File: src/hdl/printf_format_feature_scanner_unit_macros.svh
// assertion macros for the printf format feature scanner
// used by the top level only, relies on clk_i and rst_ni in scope
`ifndef PRINTF_FORMAT_FEATURE_SCANNER_UNIT_MACROS_SVH
`define PRINTF_FORMAT_FEATURE_SCANNER_UNIT_MACROS_SVH

// same-cycle implication
`define PFS_ASSERT_IMP(lbl, ante, cons) \
  lbl: assert property (@(posedge clk_i) disable iff (!rst_ni) (ante) |-> (cons)) \
    else $error("pfs assertion failed");

// next-cycle implication
`define PFS_ASSERT_NXT(lbl, ante, cons) \
  lbl: assert property (@(posedge clk_i) disable iff (!rst_ni) (ante) |=> (cons)) \
    else $error("pfs assertion failed");

`endif

File: src/hdl/pfs_pkg.sv
// shared types and constants for the printf format feature scanner
// no dependencies
package pfs_pkg;

  localparam int unsigned MaskW = 31;
  localparam int unsigned CharW = 8;

  localparam logic [MaskW-1:0] BitWidthPrec = 31'h4000_0000;

  typedef enum logic [2:0] {
    MODE_IDLE   = 3'd0,
    MODE_PCT    = 3'd1,
    MODE_FLAGS  = 3'd2,
    MODE_DIGITS = 3'd3,
    MODE_CONV   = 3'd4,
    MODE_ENDED  = 3'd5
  } mode_e;

  typedef struct packed {
    logic is_zero;
    logic is_letter;
    logic is_digit;
    logic is_flag;
    logic is_dot;
    logic is_pct;
    logic is_ell;
  } char_class_t;

  typedef struct packed {
    logic [MaskW-1:0] plain_bit;
    logic [MaskW-1:0] long_bit;
  } conv_bits_t;

endpackage

File: src/hdl/pfs_char_decode.sv
// character classifier and conversion letter table
// depends on pfs_pkg
module pfs_char_decode (
  input  logic [pfs_pkg::CharW-1:0] text_char_i,
  output pfs_pkg::char_class_t      cls_o,
  output pfs_pkg::conv_bits_t       conv_o
);

  always_comb begin
    cls_o.is_zero   = (text_char_i == 8'h00);
    cls_o.is_letter = ((text_char_i >= "a") && (text_char_i <= "z")) ||
                      ((text_char_i >= "A") && (text_char_i <= "Z"));
    cls_o.is_digit  = (text_char_i >= "0") && (text_char_i <= "9");
    cls_o.is_flag   = (text_char_i == "-") || (text_char_i == "0") ||
                      (text_char_i == "+") || (text_char_i == " ") ||
                      (text_char_i == "*") || (text_char_i == ".");
    cls_o.is_dot    = (text_char_i == ".");
    cls_o.is_pct    = (text_char_i == "%");
    cls_o.is_ell    = (text_char_i == "l");
  end

  always_comb begin
    conv_o.plain_bit = '0;
    conv_o.long_bit  = '0;
    case (text_char_i)
      "d": begin conv_o.plain_bit = 31'h0000_0001; conv_o.long_bit = 31'h0000_1000; end
      "u": begin conv_o.plain_bit = 31'h0000_0002; conv_o.long_bit = 31'h0000_2000; end
      "x": begin conv_o.plain_bit = 31'h0000_0004; conv_o.long_bit = 31'h0000_4000; end
      "X": begin conv_o.plain_bit = 31'h0000_0008; conv_o.long_bit = 31'h0000_8000; end
      "o": begin conv_o.plain_bit = 31'h0000_0010; conv_o.long_bit = 31'h0001_0000; end
      "n": begin conv_o.plain_bit = 31'h0000_0020; conv_o.long_bit = 31'h0002_0000; end
      "i": begin conv_o.plain_bit = 31'h0000_0040; conv_o.long_bit = 31'h0004_0000; end
      "p": begin conv_o.plain_bit = 31'h0000_0080; conv_o.long_bit = 31'h0008_0000; end
      "B": begin conv_o.plain_bit = 31'h0000_0100; conv_o.long_bit = 31'h0010_0000; end
      "s": begin conv_o.plain_bit = 31'h0000_0200; end
      "c": begin conv_o.plain_bit = 31'h0000_0400; end
      "a": begin conv_o.plain_bit = 31'h0040_0000; end
      "A": begin conv_o.plain_bit = 31'h0080_0000; end
      "e": begin conv_o.plain_bit = 31'h0100_0000; conv_o.long_bit = 31'h0100_0000; end
      "E": begin conv_o.plain_bit = 31'h0200_0000; conv_o.long_bit = 31'h0200_0000; end
      "f": begin conv_o.plain_bit = 31'h0400_0000; conv_o.long_bit = 31'h0400_0000; end
      "F": begin conv_o.plain_bit = 31'h0800_0000; conv_o.long_bit = 31'h0800_0000; end
      "g": begin conv_o.plain_bit = 31'h1000_0000; conv_o.long_bit = 31'h1000_0000; end
      "G": begin conv_o.plain_bit = 31'h2000_0000; conv_o.long_bit = 31'h2000_0000; end
      default: begin
        conv_o.plain_bit = '0;
        conv_o.long_bit  = '0;
      end
    endcase
  end

endmodule

File: src/hdl/pfs_scan_core.sv
// scan state registers and per-character next-state logic
// depends on pfs_pkg and pfs_char_decode
module pfs_scan_core (
  input  logic                      clk_i,
  input  logic                      rst_ni,
  input  logic                      step_en_i,
  input  logic [pfs_pkg::CharW-1:0] text_char_i,
  input  logic                      is_last_i,
  output logic [pfs_pkg::MaskW-1:0] result_mask_o
);

  pfs_pkg::mode_e            mode_q, mode_d;
  logic                      long_q, long_d;
  logic [pfs_pkg::MaskW-1:0] mask_q, mask_d;
  pfs_pkg::char_class_t      cls;
  pfs_pkg::conv_bits_t       conv;
  logic                      len_pos;
  pfs_pkg::mode_e            after_conv;

  pfs_char_decode u_decode (
    .text_char_i (text_char_i),
    .cls_o       (cls),
    .conv_o      (conv)
  );

  assign after_conv = cls.is_pct ? pfs_pkg::MODE_PCT : pfs_pkg::MODE_IDLE;

  always_comb begin
    mode_d  = mode_q;
    long_d  = long_q;
    mask_d  = mask_q;
    len_pos = 1'b0;
    if (mode_q != pfs_pkg::MODE_ENDED) begin
      if (cls.is_zero) begin
        mode_d = pfs_pkg::MODE_ENDED;
      end else begin
        case (mode_q)
          pfs_pkg::MODE_PCT: begin
            if (cls.is_flag) begin
              mask_d = mask_q | pfs_pkg::BitWidthPrec;
              mode_d = pfs_pkg::MODE_FLAGS;
            end else if (cls.is_digit) begin
              mask_d = mask_q | pfs_pkg::BitWidthPrec;
              mode_d = pfs_pkg::MODE_DIGITS;
            end else begin
              len_pos = 1'b1;
            end
          end
          pfs_pkg::MODE_FLAGS: begin
            len_pos = cls.is_letter;
          end
          pfs_pkg::MODE_DIGITS: begin
            len_pos = !(cls.is_digit || cls.is_dot);
          end
          pfs_pkg::MODE_CONV: begin
            mask_d = mask_q | (long_q ? conv.long_bit : conv.plain_bit);
            long_d = 1'b0;
            mode_d = after_conv;
          end
          default: begin
            mode_d = after_conv;
          end
        endcase
        if (len_pos) begin
          if (cls.is_ell) begin
            long_d = 1'b1;
            mode_d = pfs_pkg::MODE_CONV;
          end else begin
            mask_d = mask_q | conv.plain_bit;
            long_d = 1'b0;
            mode_d = after_conv;
          end
        end
      end
    end
  end

  assign result_mask_o = mask_d;

  always_ff @(posedge clk_i or negedge rst_ni) begin
    if (!rst_ni) begin
      mode_q <= pfs_pkg::MODE_IDLE;
      long_q <= 1'b0;
      mask_q <= '0;
    end else if (step_en_i) begin
      if (is_last_i) begin
        mode_q <= pfs_pkg::MODE_IDLE;
        long_q <= 1'b0;
        mask_q <= '0;
      end else begin
        mode_q <= mode_d;
        long_q <= long_d;
        mask_q <= mask_d;
      end
    end
  end

endmodule

File: src/hdl/printf_format_feature_scanner_unit.sv
// top level of the printf format feature scanner: input register, scan core, result register
// depends on pfs_pkg, pfs_scan_core and the assertion macro header
//
// channel   dir  tdata                     tuser  tlast
// s_axis    in   [7:0] text_char           -      is_last
// m_axis    out  [30:0] feature_mask       -      -
//
// one character per cycle unless a last word waits on a stalled result word; input register, then result register
// the scan state lives in the core and is updated by the word leaving the input register
// a last word waits in the input register only while a result word is stalled
// reset clears the scan state and all valid flags, no clearing pass
`include "printf_format_feature_scanner_unit_macros.svh"

module printf_format_feature_scanner_unit (
  input  logic        clk_i,
  input  logic        rst_ni,
  input  logic        s_axis_tvalid,
  output logic        s_axis_tready,
  input  logic [7:0]  s_axis_tdata,   // [7:0] text_char
  input  logic        s_axis_tlast,
  output logic        m_axis_tvalid,
  input  logic        m_axis_tready,
  output logic [31:0] m_axis_tdata    // [30:0] feature_mask, [31] zero
);

  logic                      in_valid_q;
  logic [pfs_pkg::CharW-1:0] in_char_q;
  logic                      in_last_q;
  logic                      out_valid_q;
  logic [pfs_pkg::MaskW-1:0] out_mask_q;
  logic [pfs_pkg::MaskW-1:0] result_mask;
  logic                      advance;

  assign advance       = in_valid_q && (!in_last_q || !out_valid_q || m_axis_tready);
  assign s_axis_tready = !in_valid_q || advance;

  always_ff @(posedge clk_i or negedge rst_ni) begin
    if (!rst_ni) begin
      in_valid_q <= 1'b0;
    end else if (s_axis_tready) begin
      in_valid_q <= s_axis_tvalid;
    end
  end

  always_ff @(posedge clk_i) begin
    if (s_axis_tready && s_axis_tvalid) begin
      in_char_q <= s_axis_tdata;
      in_last_q <= s_axis_tlast;
    end
  end

  pfs_scan_core u_core (
    .clk_i         (clk_i),
    .rst_ni        (rst_ni),
    .step_en_i     (advance),
    .text_char_i   (in_char_q),
    .is_last_i     (in_last_q),
    .result_mask_o (result_mask)
  );

  always_ff @(posedge clk_i or negedge rst_ni) begin
    if (!rst_ni) begin
      out_valid_q <= 1'b0;
    end else if (advance && in_last_q) begin
      out_valid_q <= 1'b1;
    end else if (m_axis_tready) begin
      out_valid_q <= 1'b0;
    end
  end

  always_ff @(posedge clk_i) begin
    if (advance && in_last_q) begin
      out_mask_q <= result_mask;
    end
  end

  assign m_axis_tvalid = out_valid_q;
  assign m_axis_tdata  = {1'b0, out_mask_q};

  `PFS_ASSERT_IMP(a_stall_only_on_last, !s_axis_tready, in_valid_q && in_last_q && out_valid_q)
  `PFS_ASSERT_NXT(a_last_gives_result, advance && in_last_q, m_axis_tvalid)
  `PFS_ASSERT_NXT(a_no_result_without_last, !m_axis_tvalid && !(advance && in_last_q), !m_axis_tvalid)

endmodule
File: config.mk
export PLATFORM = sky130hd
export DESIGN_NAME = printf_format_feature_scanner_unit
export DESIGN_NICKNAME = d
export VERILOG_FILES = /design/src/hdl/pfs_pkg.sv /design/src/hdl/pfs_char_decode.sv /design/src/hdl/pfs_scan_core.sv /design/src/hdl/printf_format_feature_scanner_unit.sv
export VERILOG_INCLUDE_DIRS = /design/src /design/src/hdl
export SDC_FILE = /design/constraint.sdc
export NUM_CORES = 1
export LEC_CHECK = 0
export ABC_CLOCK_PERIOD_IN_PS = 2200
export BUFFER_PORTS_ARGS = -buffer_cell sky130_fd_sc_hd__clkbuf_2
export CAP_MARGIN = 20
export CORE_UTILIZATION = 52
export CTS_CLUSTER_DIAMETER = 200
export DETAILED_ROUTE_END_ITERATION = 10
export GPL_TIMING_DRIVEN = 0
export PLACE_DENSITY = 0.76
export SLEW_MARGIN = 0
export SYNTH_ARGS = -nofsm -noshare
export SYNTH_HDL_FRONTEND = slang
export SYNTH_SLANG_ARGS = --single-unit
File: constraint.sdc
create_clock -name clk_i -period 2.2 [get_ports clk_i]
set_input_delay 0.22 -clock clk_i [delete_from_list [all_inputs] [get_ports clk_i]]
set_output_delay 0.22 -clock clk_i [all_outputs]
set_load 0.02 [all_outputs]
Word level (Yosys, flattened, before mapping)
Index checks and enable logic that the tools add are counted.
{"block": "op_classes", "shifts": 0, "div": 0, "bitwise_logic": 2, "magnitude_cmp": 6, "addsub": 0, "reduce_logical": 27, "multipliers": 0, "n_mux": 33, "eq_ne": 35}
{"cell": "$pmux W30 S19", "n": 1}
{"cell": "$pmux W30 S15", "n": 1}
{"cell": "$mux W31", "n": 7}
{"cell": "$eq A8 B7 Y1 const B", "n": 20}
{"cell": "$pmux W31 S2", "n": 1}
{"cell": "$eq A8 B6 Y1 const B", "n": 7}
{"cell": "$or A31 B30 Y31", "n": 1}
{"cell": "$or A31 B31 Y31", "n": 1}
{"cell": "$mux W30", "n": 1}
{"cell": "$mux W3", "n": 7}
{"cell": "$ge A8 B7 Y1 const B", "n": 2}
{"cell": "$le A8 B7 Y1 const B", "n": 2}
{"cell": "$mux W1", "n": 13}
{"cell": "$logic_or A1 B1 Y1", "n": 10}
{"cell": "$ge A8 B6 Y1 const B", "n": 1}
{"cell": "$le A8 B6 Y1 const B", "n": 1}
{"cell": "$logic_not A8 Y1", "n": 1}
{"cell": "$reduce_and A4 Y1", "n": 2}
{"cell": "$eq A3 B2 Y1 const B", "n": 2}
{"cell": "$logic_and A1 B1 Y1", "n": 6}
{"cell": "$ne A6 B2 Y1 const B", "n": 1}
{"cell": "$pmux W3 S2", "n": 1}
{"cell": "$logic_not A1 Y1", "n": 4}
{"cell": "$ne A4 B1 Y1 const B", "n": 1}
{"cell": "other kinds (8)", "n": 9}
{"block": "totals", "latchBits": 0, "ramBits": 0, "elab_cells": 111, "regBits": 77, "romBits": 0, "memories": 0}

Logic depth before layout (Yosys ltp)
Gate-level depths: netlist of the first run.
{"block": "logic_depth", "ltp_word": 14, "depth_mapped": 9}

By module
A second synthesis of the first run with hierarchy kept.
{"block": "hier_totals", "cells_unflattened": 459, "hier_area_um2": 4575.6}
{"module": "pfs_scan_core", "area_per_inst_um2": 2557.5, "cells_per_inst": 295, "seq_area_each_um2": 875.8, "instances": 1}
{"module": "printf_format_feature_scanner_unit", "area_per_inst_um2": 1318.8, "cells_per_inst": 52, "seq_area_each_um2": 1251.2, "instances": 1}
{"module": "pfs_char_decode", "area_per_inst_um2": 699.4, "cells_per_inst": 112, "seq_area_each_um2": 0.0, "instances": 1}

Least setup slack after synthesis of the first run
Ideal clock, no wire load.
{"block": "synth_path", "path_kind": "flip-flop to flip-flop", "from": "register out_valid_q, in the netlist m_axis_tvalid", "to": "register out_mask_q[0] (netlist name) (enable)", "stages_incl_launch_ff": 7, "t_arrival_ns": 1.825, "t_required_ns": 1.816, "n_path_buf": 2, "synth_period_minus_slack_ns": 2.209, "path_slack_ns": -0.009, "cell_sequence": "dfrtp_1 -> nand3b_1 -> and2_1 -> clkbuf_1 -> nand2_1 -> clkbuf_1 -> inv_1"}
{"block": "synth_between", "elab_chain_len": 5}
{"element": "start: declaration", "line_no": "printf_format_feature_scanner_unit.sv:29", "text": "logic out_valid_q;"}
{"element": "start signal: assignment", "line_no": "printf_format_feature_scanner_unit.sv:63", "text": "out_valid_q <= 1'b0;"}
{"element": "start signal: assignment", "line_no": "printf_format_feature_scanner_unit.sv:65", "text": "out_valid_q <= 1'b1;"}
{"element": "start signal: assignment", "line_no": "printf_format_feature_scanner_unit.sv:67", "text": "out_valid_q <= 1'b0;"}
{"element": "$logic_not A1 Y1", "line_no": "printf_format_feature_scanner_unit.sv:34", "text": "assign advance = in_valid_q && (!in_last_q || !out_valid_q || m_axis_tready);"}
{"element": "$logic_or A1 B1 Y1 (2 in a row)", "line_no": "printf_format_feature_scanner_unit.sv:34"}
{"element": "$logic_and A1 B1 Y1", "line_no": "printf_format_feature_scanner_unit.sv:34"}
{"element": "$logic_and A1 B1 Y1", "line_no": "printf_format_feature_scanner_unit.sv:72", "text": "if (advance && in_last_q) begin"}
{"element": "end signal: assignment", "line_no": "printf_format_feature_scanner_unit.sv:73", "text": "out_mask_q <= result_mask;"}
{"element": "end: declaration", "line_no": "printf_format_feature_scanner_unit.sv:30", "text": "logic [pfs_pkg::MaskW-1:0] out_mask_q;"}
No other way between the ends.
A chain may end at the register's enable or synchronous reset.

Worst setup path after layout of the first run
{"block": "layout_path", "from": "register in_char_q[2] (netlist name)", "to": "register out_mask_q[28] (netlist name) (data pin)"}
{"block": "layout_between", "elab_chain_len": 13, "elab_cells_between_ends": 60, "classes_between": "6 x order compare; 26 x eq/ne; 14 x mux; 2 x bitwise; 12 x reduce/logical"}
{"element": "start: declaration", "line_no": "printf_format_feature_scanner_unit.sv:27", "text": "logic [pfs_pkg::CharW-1:0] in_char_q;"}
{"element": "start signal: assignment", "line_no": "printf_format_feature_scanner_unit.sv:47", "text": "in_char_q <= s_axis_tdata;"}
{"element": "parallel branches: the longest is 11 deep, another holds $ge A8 B6 Y1"}
{"element": "$mux W31 *", "line_no": "pfs_scan_core.sv:34", "text": "if (cls.is_zero) begin"}
{"element": "$mux W31 *", "line_no": "pfs_scan_core.sv:33", "text": "if (mode_q != pfs_pkg::MODE_ENDED) begin"}
{"element": "named net result_mask (one bit)", "line_no": "printf_format_feature_scanner_unit.sv:31", "text": "logic [pfs_pkg::MaskW-1:0] result_mask;"}
Mark *: on every way through the listed nets, which the timed path passes. The select of a mux whose other input is x is not followed.

==> metrics.cfg, run 1 <==
[status]
status = complete, but fails checks
violations = DRC, hold timing, setup timing

[cells_and_area]
n_antenna_cell = 0
multi_input_area_um2 = 1600
drive_gt1_share_pct = 35.1
register_area_um2 = 2020
syn2layout_area_growth_pct = 31.5
final_util_pct = 72.1
nNetsFinal = 430
nFillCells = 448

[worst_setup_path]
cp-start-kind = register
cp-startpoint = in_char_q[2]
critical_path_class = register to register
reg2reg_from = in_char_q[2]
r2r_cells = 8
crit_path_end_kind = register
r2r_slack_ns = -0.09
required_ns = 2.39
arrival_ns = 2.48
endpoint = out_mask_q[28]
r2r_end = out_mask_q[28]
worstPathMaxFanout = 5

[floorplanning]
die_h_um = 84.5
die_w_um = 84.5
die-area_um2 = 7150
placementRows = 29
start_util_pct = 54.8
core_area_um2 = 6460
io_pins = 47

[global_route]
grt_pass1_vias = 2653
grt_max_degree = 36
gr-total-overflow = 0
track_usage_pct = 23.9
antenna_found_initial = 0
grt_pass1_wl_um = 13100

[timing]
worst_pin_slew_ns = 0.892
hold_ws_ns = -0.0263
timing.final.crit_period_ns = 2.29
setup_violations = 9
slew_violations = 0
slew_headroom_pct = 40.5
skew_ns = 0.00898
setup_ws_ns = -0.0894
timing.fmax_mhz = 437
grt_setup_unrepaired = yes
hold_violations = 35
period_share_pct = 104

[detailed_routing]
drc = 1
antenna_left = 0
drtPass1Iterations = 10
drt-initial-drc-count = 160
vias = 2934
vias_per_cell = 5.88
routed_wirelength_um = 8580
wl_per_cell_um = 17.2

[clocking]
root_buffer = clkbuf_8
cts_made_buffers = 9
cts-hold-fix-buffers = 0
clkLatencyLatePin_ns = 0.35
cts.htree.levels = 3
numClockSinks = 73
cts_buffer_depth = 2
path_clk_slew_ns = 0.08
cts_tree = done

[power]
p_total_mw = 3.12
power_density_nw_per_um2 = 669
peakVddDrop_mv = 0.395
power_leakage_nw = 1.93

[synth]
async_reset_ff_share_pct = 47.9
seq_area_frac_synth_pct = 56.9
synth.avg_cell_area_um2 = 10.9
yosysUniqueCellTypes = 54
synthCells = 326
yosysWarnings = 0
synth_edf_count = 38
synth_seq_cells = 73
netlist_area_um2 = 3540
ys.flop_type = edfxtp_1

[run]
drv_cap = 0

[placed_design]
place.gp.congestion = 0.933
hpwl_um = 5290
io_buffer_count = 43

[hold_path]
hold_class = primary input to asynchronous set/reset pin

[cell usage in the layout, fill, tap and decap left out, drive strengths merged, types with 3 or more instances in the layout]
cell type	instances
nand4	3
nor2b	10
o41ai	4
nor2	22
bufinv	3
nor3	7
o31ai	3
clkbuf	59
o21a	7
nand2b	10
a21oi	5
nand2	40
edfxtp	38
and2	4
o21bai	24
conb	3
a31oi	6
dfrtp	35
buf	47
and3	5
o21ai	24
inv	7
nand3	17
o211ai	6
[power by group]
group	total, mW	switching, mW	internal [mW]
logic	0.348	0.218	0.129
clock network	1.27	0.515	0.760
registers	1.50	0.0202	1.48
[cell families (layout without fill, tap and decap cells)]
family,after synthesis,after routing,synth area share (%)
AO/OA/AOI/OAI,94,94,19.5
buffers and inverters,25,119,3.71
flip-flops,73,73,56.9
other,1,3,0.106
AND/OR/NAND/NOR,133,133,19.8
[flip-flops by register name, indices dropped and copies added, names as in the netlist]
name / count
in_char_q: 8
out_mask_q: 29
m_axis_tvalid: 1
in_valid_q: 1
u_core.mode_q: 3
in_last_q: 1
u_core.long_q: 1
u_core.mask_q: 29
[Yosys cell counts, drive strengths merged (3+ instances only)]
cell | n | area, µm²
clkbuf | 5 | 18.8
o211ai | 6 | 45.0
and2 | 4 | 25.0
o41ai | 4 | 35.0
dfrtp | 35 | 876
o21bai | 24 | 180
nand2 | 40 | 150
a31oi | 6 | 43.8
inv | 6 | 22.5
o21ai | 24 | 120
nand3 | 17 | 85.1
a21oi | 5 | 28.8
and3 | 5 | 31.3
nand2b | 10 | 62.6
buf | 14 | 90.1
nor2 | 22 | 82.6
nand4 | 3 | 18.8
o31ai | 3 | 22.5
edfxtp | 38 | 1140
nor3 | 7 | 45.0
nor2b | 10 | 62.6
o21a | 7 | 52.6
[per-stage QoR]
stage	instance area, µm²	setup slack, ns	hold slack (ns)	cells	TNS [ns]
detailed placement	3870	-0.370	0.383	448	-14.65
global placement	3870	-0.305	0.375	448	-11.56
floorplan	3550	0.0901	-0.0756	328	0
global route	4660	-0.130	0.0232	499	-1.72
CTS	4360	-0.0439	0.00316	484	-0.196
finish	4660	-0.0894	-0.0263	499	-0.432
[metal layers]
metal / track usage, % / part of all wire, % / vias up
met2: 37.9 / 50 / 139
met5: 0 / 0 / -
met3: 5.31 / 5.8 / 23
li1: - / - / 1388
met4: 9.71 / 2.1 / 0
met1: 32.3 / 42 / 1384
[worst max-delay path: stages, from the launching register on]
cell	delay (ns)
edfxtp_1	0.41
buf_4	0.18
nor2b_1	0.42
a31oi_1	0.19
a22oi_2	0.31
o31a_1	0.24
a21oi_4	0.06
buf_6	0.14
o31ai_4	0.17
[final cells by class]
cell class / instances / area share (%)
multi-input cells: 230 / 34.2
clock buffers: 10 / 2.74
plain buffers: 19 / 3.55
inverters: 6 / 0.564
well taps: 77 / 2.07
repair inverters: 1 / 0.161
flip-flops and latches: 73 / 43.3
repair buffers: 77 / 11.0
clock inverters: 6 / 2.42
[repair_timing]
item                                    CTS  global route
buffers inserted                         18            13
cloned                                    2             2
gates resized for setup                  24            52
endpoints found under the setup margin   70            62
pin swaps                                10            24
[how the worst min path moves through the flow]
stage / end / slack, ns / depth (start not counted) / from
global route: in_char_q[0] / 0.02 / 1 / s_axis_tdata[0]
global placement: u_core.mask_q[19] / 0.37 / 1 / rst_ni
CTS: u_core.mask_q[4] / 0.003 / 1 / rst_ni
finish: u_core.mask_q[4] / -0.03 / 1 / rst_ni
floorplan: in_valid_q / -0.08 / 0 / rst_ni
detailed placement: u_core.mask_q[4] / 0.38 / 1 / rst_ni
No activity file was read; power rests on OpenSTA's default activity.
==> inputs of run 2 (changes only) <==
- CORE_MARGIN: not set -> 1
- MAX_ROUTING_LAYER: not set -> met4
- SLEW_MARGIN: 0 -> 25
==> run 2 against run 1 <==
The run ends with DRC, setup timing left. Die area unchanged. Final cell count up 2.6%. Core utilization up 2.1 points. Critical path depth up 1. Clock skew up 0.0017 ns. Total power down 2.1%. Non-clock buffer count up 13. Fmax down 3.1%. Worst setup slack worse by 0.074 ns. Cell area up 3.0%. Sequential cell count unchanged. Highest routed layer unchanged.
==> metrics.cfg, run 2 (synthesized netlist as in run 1, its figures left out) <==
[clocking]
cts.htree.levels = 3  ; unchanged
clkLatencyLatePin_ns = 0.35  ; about the same
cts_tree = done
root_buffer = clkbuf_8
cts_made_buffers = 9  ; unchanged
path_clk_slew_ns = 0.08  ; about the same
cts_buffer_depth = 2  ; unchanged
numClockSinks = 73  ; unchanged

[floorplanning]
die_h_um = 84.5  ; unchanged
die_w_um = 84.5  ; unchanged
die-area_um2 = 7150  ; unchanged
core_area_um2 = 6460  ; unchanged
start_util_pct = 54.8  ; unchanged
placementRows = 29  ; unchanged
io_pins = 47  ; unchanged

[timing]
timing.final.crit_period_ns = 2.36  ; +0.0737 ns
hold_violations = 0  ; -100%
grt_setup_unrepaired = yes
worst_pin_slew_ns = 0.909  ; +0.0167 ns
hold_ws_ns = 0.0430  ; +0.0693 ns
slew_violations = 0  ; unchanged
tns_ns = -1.75  ; -1.32 ns
setup_ws_ns = -0.163  ; -0.0737 ns
slew_headroom_pct = 39.4  ; -1.1 points
skew_ns = 0.0106  ; +0.00166 ns
setup_violations = 29  ; +20
timing.fmax_mhz = 423  ; -3.1%
period_share_pct = 107  ; +3.3 points

[global_route]
grt_max_degree = 36  ; unchanged
grt_pass1_vias = 2929  ; +10%
gr-total-overflow = 0  ; unchanged
antenna_found_initial = 0  ; unchanged
track_usage_pct = 26.9  ; +3.0 points
grt_pass1_wl_um = 14200  ; +8.7%

[worst_setup_path]
arrival_ns = 2.45  ; -0.03 ns
required_ns = 2.29  ; -0.10 ns
critical_path_class = register to register
cp_top_family = compound AO/OA/AOI/OAI gates
slowest_stage = edfxtp_1
path_cells = buf_6 > buf_6 > nor3b_4 > o211ai_1 > a22oi_2 > or3_4 > a21oi_4 > buf_6 > o31ai_4
cp_num_buf_inv = 3  ; +1
cp-start-kind = register
slowest_delay_ns = 0.43  ; about the same
crit_path_end_kind = register
worstPathMaxFanout = 5  ; unchanged
cp_common_cell = buf_6

[placed_design]
place.gp.congestion = 0.945  ; +1.3%
dp_worst_setup_slack_ns = -0.380  ; -0.00911 ns
io_buffer_count = 43  ; unchanged
hpwl_um = 5390  ; +1.9%

[cells_and_area]
n_antenna_cell = 0  ; unchanged
multi_input_area_um2 = 1600  ; +0.39%
drive_gt1_share_pct = 36.6  ; +1.5 points
register_area_um2 = 2020  ; unchanged
final_common_cell = clkbuf_2
layout_common_cells = clkbuf_2 (43), nand2_1 (39), edfxtp_1 (38)
reg_top3 = out_mask_q x29, u_core.mask_q x29, in_char_q x8
syn2layout_area_growth_pct = 35.4
nNetsFinal = 443  ; +3.0%
nFillCells = 431  ; -3.8%

[detailed_routing]
routed_wirelength_um = 9360  ; +9.1%
drtPass1Iterations = 8  ; -2
drt-initial-drc-count = 298  ; +86%
vias_per_cell = 6.05  ; +2.9%
drc = 2  ; +1
antenna_left = 0  ; unchanged
wl_per_cell_um = 18.3  ; +6.4%
vias = 3099  ; +5.6%

[power]
power_density_nw_per_um2 = 637  ; -4.9%
power_leakage_nw = 2.01  ; +4.5%
peakVddDrop_mv = 0.452  ; +14%
p_total_mw = 3.05  ; -2.1%

[run]
drv_cap = 0  ; unchanged

[status]
violations = DRC, setup timing
status = complete, but fails checks

[hold_path]
hold_class = primary input to register

run 2: cell count changes in the layout (fill, tap and decap cells not counted), moves of 2 or more:
cell / previous run / this run
nand3_1: 14 / 16
buf_12: 3 / 5
nand3_2: 3 / 1
o21ai_1: 5 / 9
nor2_1: 18 / 20
o21ai_0: 17 / 14
buf_4: 33 / 37
buf_6: 9 / 16
nor2_2: 4 / 1
run 2: final timing paths:
| path | start | to | slack [ns] | cells after the start |
|---|---|---|---|---|
| max in group asynchronous | rst_ni | u_core.mask_q[29] | 1.10 | 2 |
| hold reg to reg | u_core.mask_q[9] | u_core.mask_q[9] | 0.48 | 2 |
| min in group asynchronous | rst_ni | u_core.mask_q[4] | 0.53 | 2 |
| setup reg to reg | in_char_q[3] | out_mask_q[29] | -0.16 | 9 |
| setup / recovery | in_char_q[3] | out_mask_q[29] | -0.16 | 9 |
| hold / removal | s_axis_tdata[4] | in_char_q[4] | 0.04 | 1 |
run 2: where the power goes:
group / switching [mW] / internal, mW / total (mW)
Sequential: 0.0192 / 1.48 / 1.49
Combinational: 0.227 / 0.145 / 0.372
Clock: 0.513 / 0.673 / 1.19
Total: 0.760 / 2.29 / 3.05
run 2: layout make-up:
cell class	instances	area share [%]
Sequential cell	73	42.1
Multi-Input combinational cell	230	33.4
Timing Repair Buffer	90	13.9
Buffer	19	3.24
Clock buffer	10	2.87
Tap cell	77	2.01
Clock inverter	6	1.88
Inverter	6	0.548
Timing Repair inverter	1	0.157
run 2: routing by layer:
metal	track usage (%)	vias to the layer above	part of all wire (%)
met5	-	-	0
met4	13.3	0	3.1
met3	7.18	31	6.9
met2	40.9	186	49
met1	33.4	1473	41
li1	-	1409	-
run 2: what timing repair did:
item	in CTS	in global routing
pin swaps	7	25
setup buffers	22	21
setup endpoints to repair	68	75
endpoints found under the hold margin	5	0
gates cloned	2	2
hold buffers	1	0
resized for setup	33	45
run 2: stage by stage:
stage | utilization (%) | instance area [µm²] | cells
after detailed placement | 59.9 | 3870 | 448
final | 74.3 | 4800 | 512
after global routing | 74.3 | 4800 | 512
after floorplan | - | 3550 | 328
after global placement | 59.9 | 3870 | 448
after CTS | 68.8 | 4440 | 489
==> inputs of run 3 (changes only) <==
- ABC_AREA: not set -> 1
==> run 3 against run 2 <==
The flow finishes with violations (hold timing). Global-route usage decreased by 2.1 points. Final cell count increased by 12%. Clock power decreased by 16%. Critical path depth increased by 1. Worst hold slack got worse by 0.068 ns. Register-to-register slack improved by 0.38 ns. Sequential cell count unchanged. Die area increased by 6.3%. Cell area decreased by 10%. Critical path type unchanged. Critical endpoint is now out_mask_q[24].
==> metrics.cfg, run 3 <==
[status]
status = complete, but fails checks
violations = hold timing

[timing]
setup_ws_ns = 0.217  ; +0.380 ns
hold_violations = 35  ; +35
period_share_pct = 90.1  ; -17 points
skew_ns = 0.00779  ; -0.00284 ns
grt_setup_unrepaired = no
worst_pin_slew_ns = 0.841  ; -0.0676 ns
hold_ws_ns = -0.0250  ; -0.0681 ns
timing.final.crit_period_ns = 1.98  ; -0.380 ns
slew_headroom_pct = 43.9  ; +4.5 points
slew_violations = 0  ; unchanged
setup_violations = 0  ; -100%
timing.fmax_mhz = 504  ; +19%

[power]
p_int_mw = 2.08  ; -9.1%
pwr-share-clk_pct = 35.8  ; -3.1 points
power_density_nw_per_um2 = 646  ; +1.4%
power_leakage_nw = 2.10  ; +4.4%
pwr-share-seq_pct = 54.1  ; +5.1 points
peakVddDrop_mv = 0.470  ; +4.0%
switching_share_pct = 25.0  ; +0.13 points
pwr-share-comb_pct = 10.1  ; -2.1 points
p_switching_mw = 0.695  ; -8.5%

[synth]
yosysTopAreaCell = edfxtp_1
ys.flop_type = edfxtp_1
yosys.area_share.simple_pct = 25.2  ; +5.5 points
synth_adder_area_share_pct = 0  ; unchanged
synth_top_area_share_pct = 30.2  ; -2.0 points
synth_most_common_cell = nand2_1
synth_top_family_by_area = simple AND/OR/NAND/NOR gates
seq_area_frac_synth_pct = 53.5  ; -3.5 points
synth_compound_area_share_pct = 12.0  ; -7.5 points
synth.avg_cell_area_um2 = 9.09  ; -16%
yosys-top-cells-area = edfxtp_1 (30%), dfrtp_1 (23%), nand2_1 (6.0%)
netlist_top_cells_count = nand2_1 (60), nor2_1 (58), inv_1 (52), edfxtp_1 (38), dfrtp_1 (35)
yosysUniqueCellTypes = 37  ; -31%
synth-xor-area-share_pct = 0  ; unchanged
yosysWarnings = 0  ; unchanged
synth.area.mux_share_pct = 0  ; unchanged
synthCells = 415  ; +27%
synth_seq_cells = 73  ; unchanged
async_reset_ff_share_pct = 47.9  ; unchanged
synth_edf_count = 38  ; unchanged
netlist_area_um2 = 3770  ; +6.5%

[cells_and_area]
syn2layout_area_growth_pct = 14.1
final_util_pct = 62.3  ; -12 points
layout_common_cells = nand2_1 (60), nor2_1 (58), inv_1 (51)
nFillCells = 631  ; +46%
n_antenna_cell = 0  ; unchanged
reg_top3 = out_mask_q x29, u_core.mask_q x29, in_char_q x8
nNetsFinal = 484  ; +9.3%
final_common_cell = nand2_1
drive_gt1_share_pct = 27.5  ; -9.0 points

[clocking]
clkLatencyLatePin_ns = 0.35  ; about the same
path_clk_slew_ns = 0.07  ; about the same
cts_tree = done
cts_setup_buffers = 0  ; -100%
root_buffer = clkbuf_8
numClockSinks = 73  ; unchanged
cts.htree.levels = 3  ; unchanged
cts_buffer_depth = 2  ; unchanged
cts_made_buffers = 9  ; unchanged

[floorplanning]
die_h_um = 87.2  ; +3.1%
core_area_um2 = 6910  ; +6.9%
die-area_um2 = 7600  ; +6.3%
die_w_um = 87.2  ; +3.1%
placementRows = 30  ; +3.4%
start_util_pct = 54.6  ; -0.22 points
io_pins = 47  ; unchanged

[worst_setup_path]
r2r_slack_ns = 0.22  ; +0.38 ns
cp-start-kind = register
arrival_ns = 2.08  ; -0.37 ns
crit_path_end_kind = register
worstPathMaxFanout = 9  ; +4
required_ns = 2.30  ; about the same
critical_path_class = register to register

[detailed_routing]
vias = 2930  ; -5.5%
drtPass1Iterations = 5  ; -3
vias_per_cell = 5.12  ; -15%
drt-initial-drc-count = 196  ; -34%
drc = 0  ; -2
antenna_left = 0  ; unchanged
routed_wirelength_um = 8110  ; -13%
wl_per_cell_um = 14.2  ; -22%

[global_route]
grt_pass1_vias = 2837  ; -3.1%
track_usage_pct = 24.8  ; -2.1 points
grt_max_degree = 36  ; unchanged
antenna_found_initial = 0  ; unchanged
gr-total-overflow = 0  ; unchanged
grt_pass1_wl_um = 13500  ; -5.0%

[run]
drv_cap = 0  ; unchanged

[placed_design]
hpwl_um = 5880  ; +9.1%
dp_worst_setup_slack_ns = 0.0830  ; +0.463 ns
io_buffer_count = 43  ; unchanged
place.gp.congestion = 0.954  ; +0.91%

[hold_path]
hold_class = primary input to asynchronous set/reset pin

-- run 3: cell types whose count changed after synthesis, sizes merged, moves of 6 or more --
cell / change
nand2: +43
nand2b: -10
a21oi: +24
o21bai: -24
nor2: +54
inv: +50
nor2b: -10
o211ai: -6
o21a: -7
a31oi: +14
-- run 3: worst paths after layout --
check                             startpoint                 to  depth (start not counted)
setup / recovery                in_char_q[2]     out_mask_q[24]                         10
hold / removal                        rst_ni  u_core.mask_q[17]                          1
setup reg to reg                in_char_q[2]     out_mask_q[24]                         10
hold reg to reg            u_core.mask_q[16]  u_core.mask_q[16]                          2
max in group asynchronous             rst_ni   u_core.mask_q[5]                          1
min in group clk_i           s_axis_tdata[2]       in_char_q[2]                          1
-- run 3: logic make-up after synthesis --
| kind of cell | Yosys count |
|---|---|
| other | 1 |
| AO/OA/AOI/OAI | 75 |
| AND/OR/NAND/NOR | 192 |
| buffers and inverters | 74 |
| flip-flops | 73 |
-- run 3: what timing repair did --
action,in CTS,in global routing
resized for setup,0,3
endpoints found under the setup margin,0,31
hold buffers,0,0
-- run 3: metal layers --
layer / track usage [%] / vias to the layer above / wire length [µm]
met5: - / - / 0
met4: 8.94 / 0 / 220
met3: 6.54 / 17 / 313
met2: 39.7 / 82 / 3830
met1: 30.5 / 1359 / 3750
li1: - / 1472 / -
-- run 3: stage by stage --
step                      hold WS (ns)  total power, mW  area (µm²)  std cells  TNS [ns]
after floorplan                -0.0756             1.72        3780        417         0
after global placement           0.397             1.80        4120        556     -7.09
after detailed placement         0.392             1.81        4120        556         0
after CTS                       0.0156             2.80        4300        572         0
after global routing            0.0271             2.88        4300        572         0
final                          -0.0250             2.78        4300        572         0
-- run 3: power groups by stage --
stage / combinational (mW) / clock (mW) / sequential (mW)
floorplan: 0.152 / 0 / 1.56
global placement: 0.272 / 0 / 1.53
detailed placement: 0.278 / 0 / 1.53
global route: 0.311 / 1.06 / 1.51
CTS: 0.280 / 1.02 / 1.50
finish: 0.281 / 0.995 / 1.50
-- run 3: layout make-up --
class	instances	area (µm²)	area share [%]
plain buffers	18	129	2.99
clock buffers	13	139	3.23
clock inverters	3	42.5	0.988
inverters	56	220	5.12
multi-input cells	270	1420	33.0
flip-flops and latches	73	2020	46.9
well taps	96	120	2.79
repair buffers	43	215	5.00
-- run 3: critical path, cell delays in order (launching register included) --
cell      delay (ns)
edfxtp_1        0.50
nand2_1         0.18
inv_1           0.07
nand2_1         0.06
nand3_1         0.10
nand2_2         0.11
nand4_4         0.13
nand2_8         0.16
inv_8           0.06
o21ai_0         0.28
inv_1           0.07
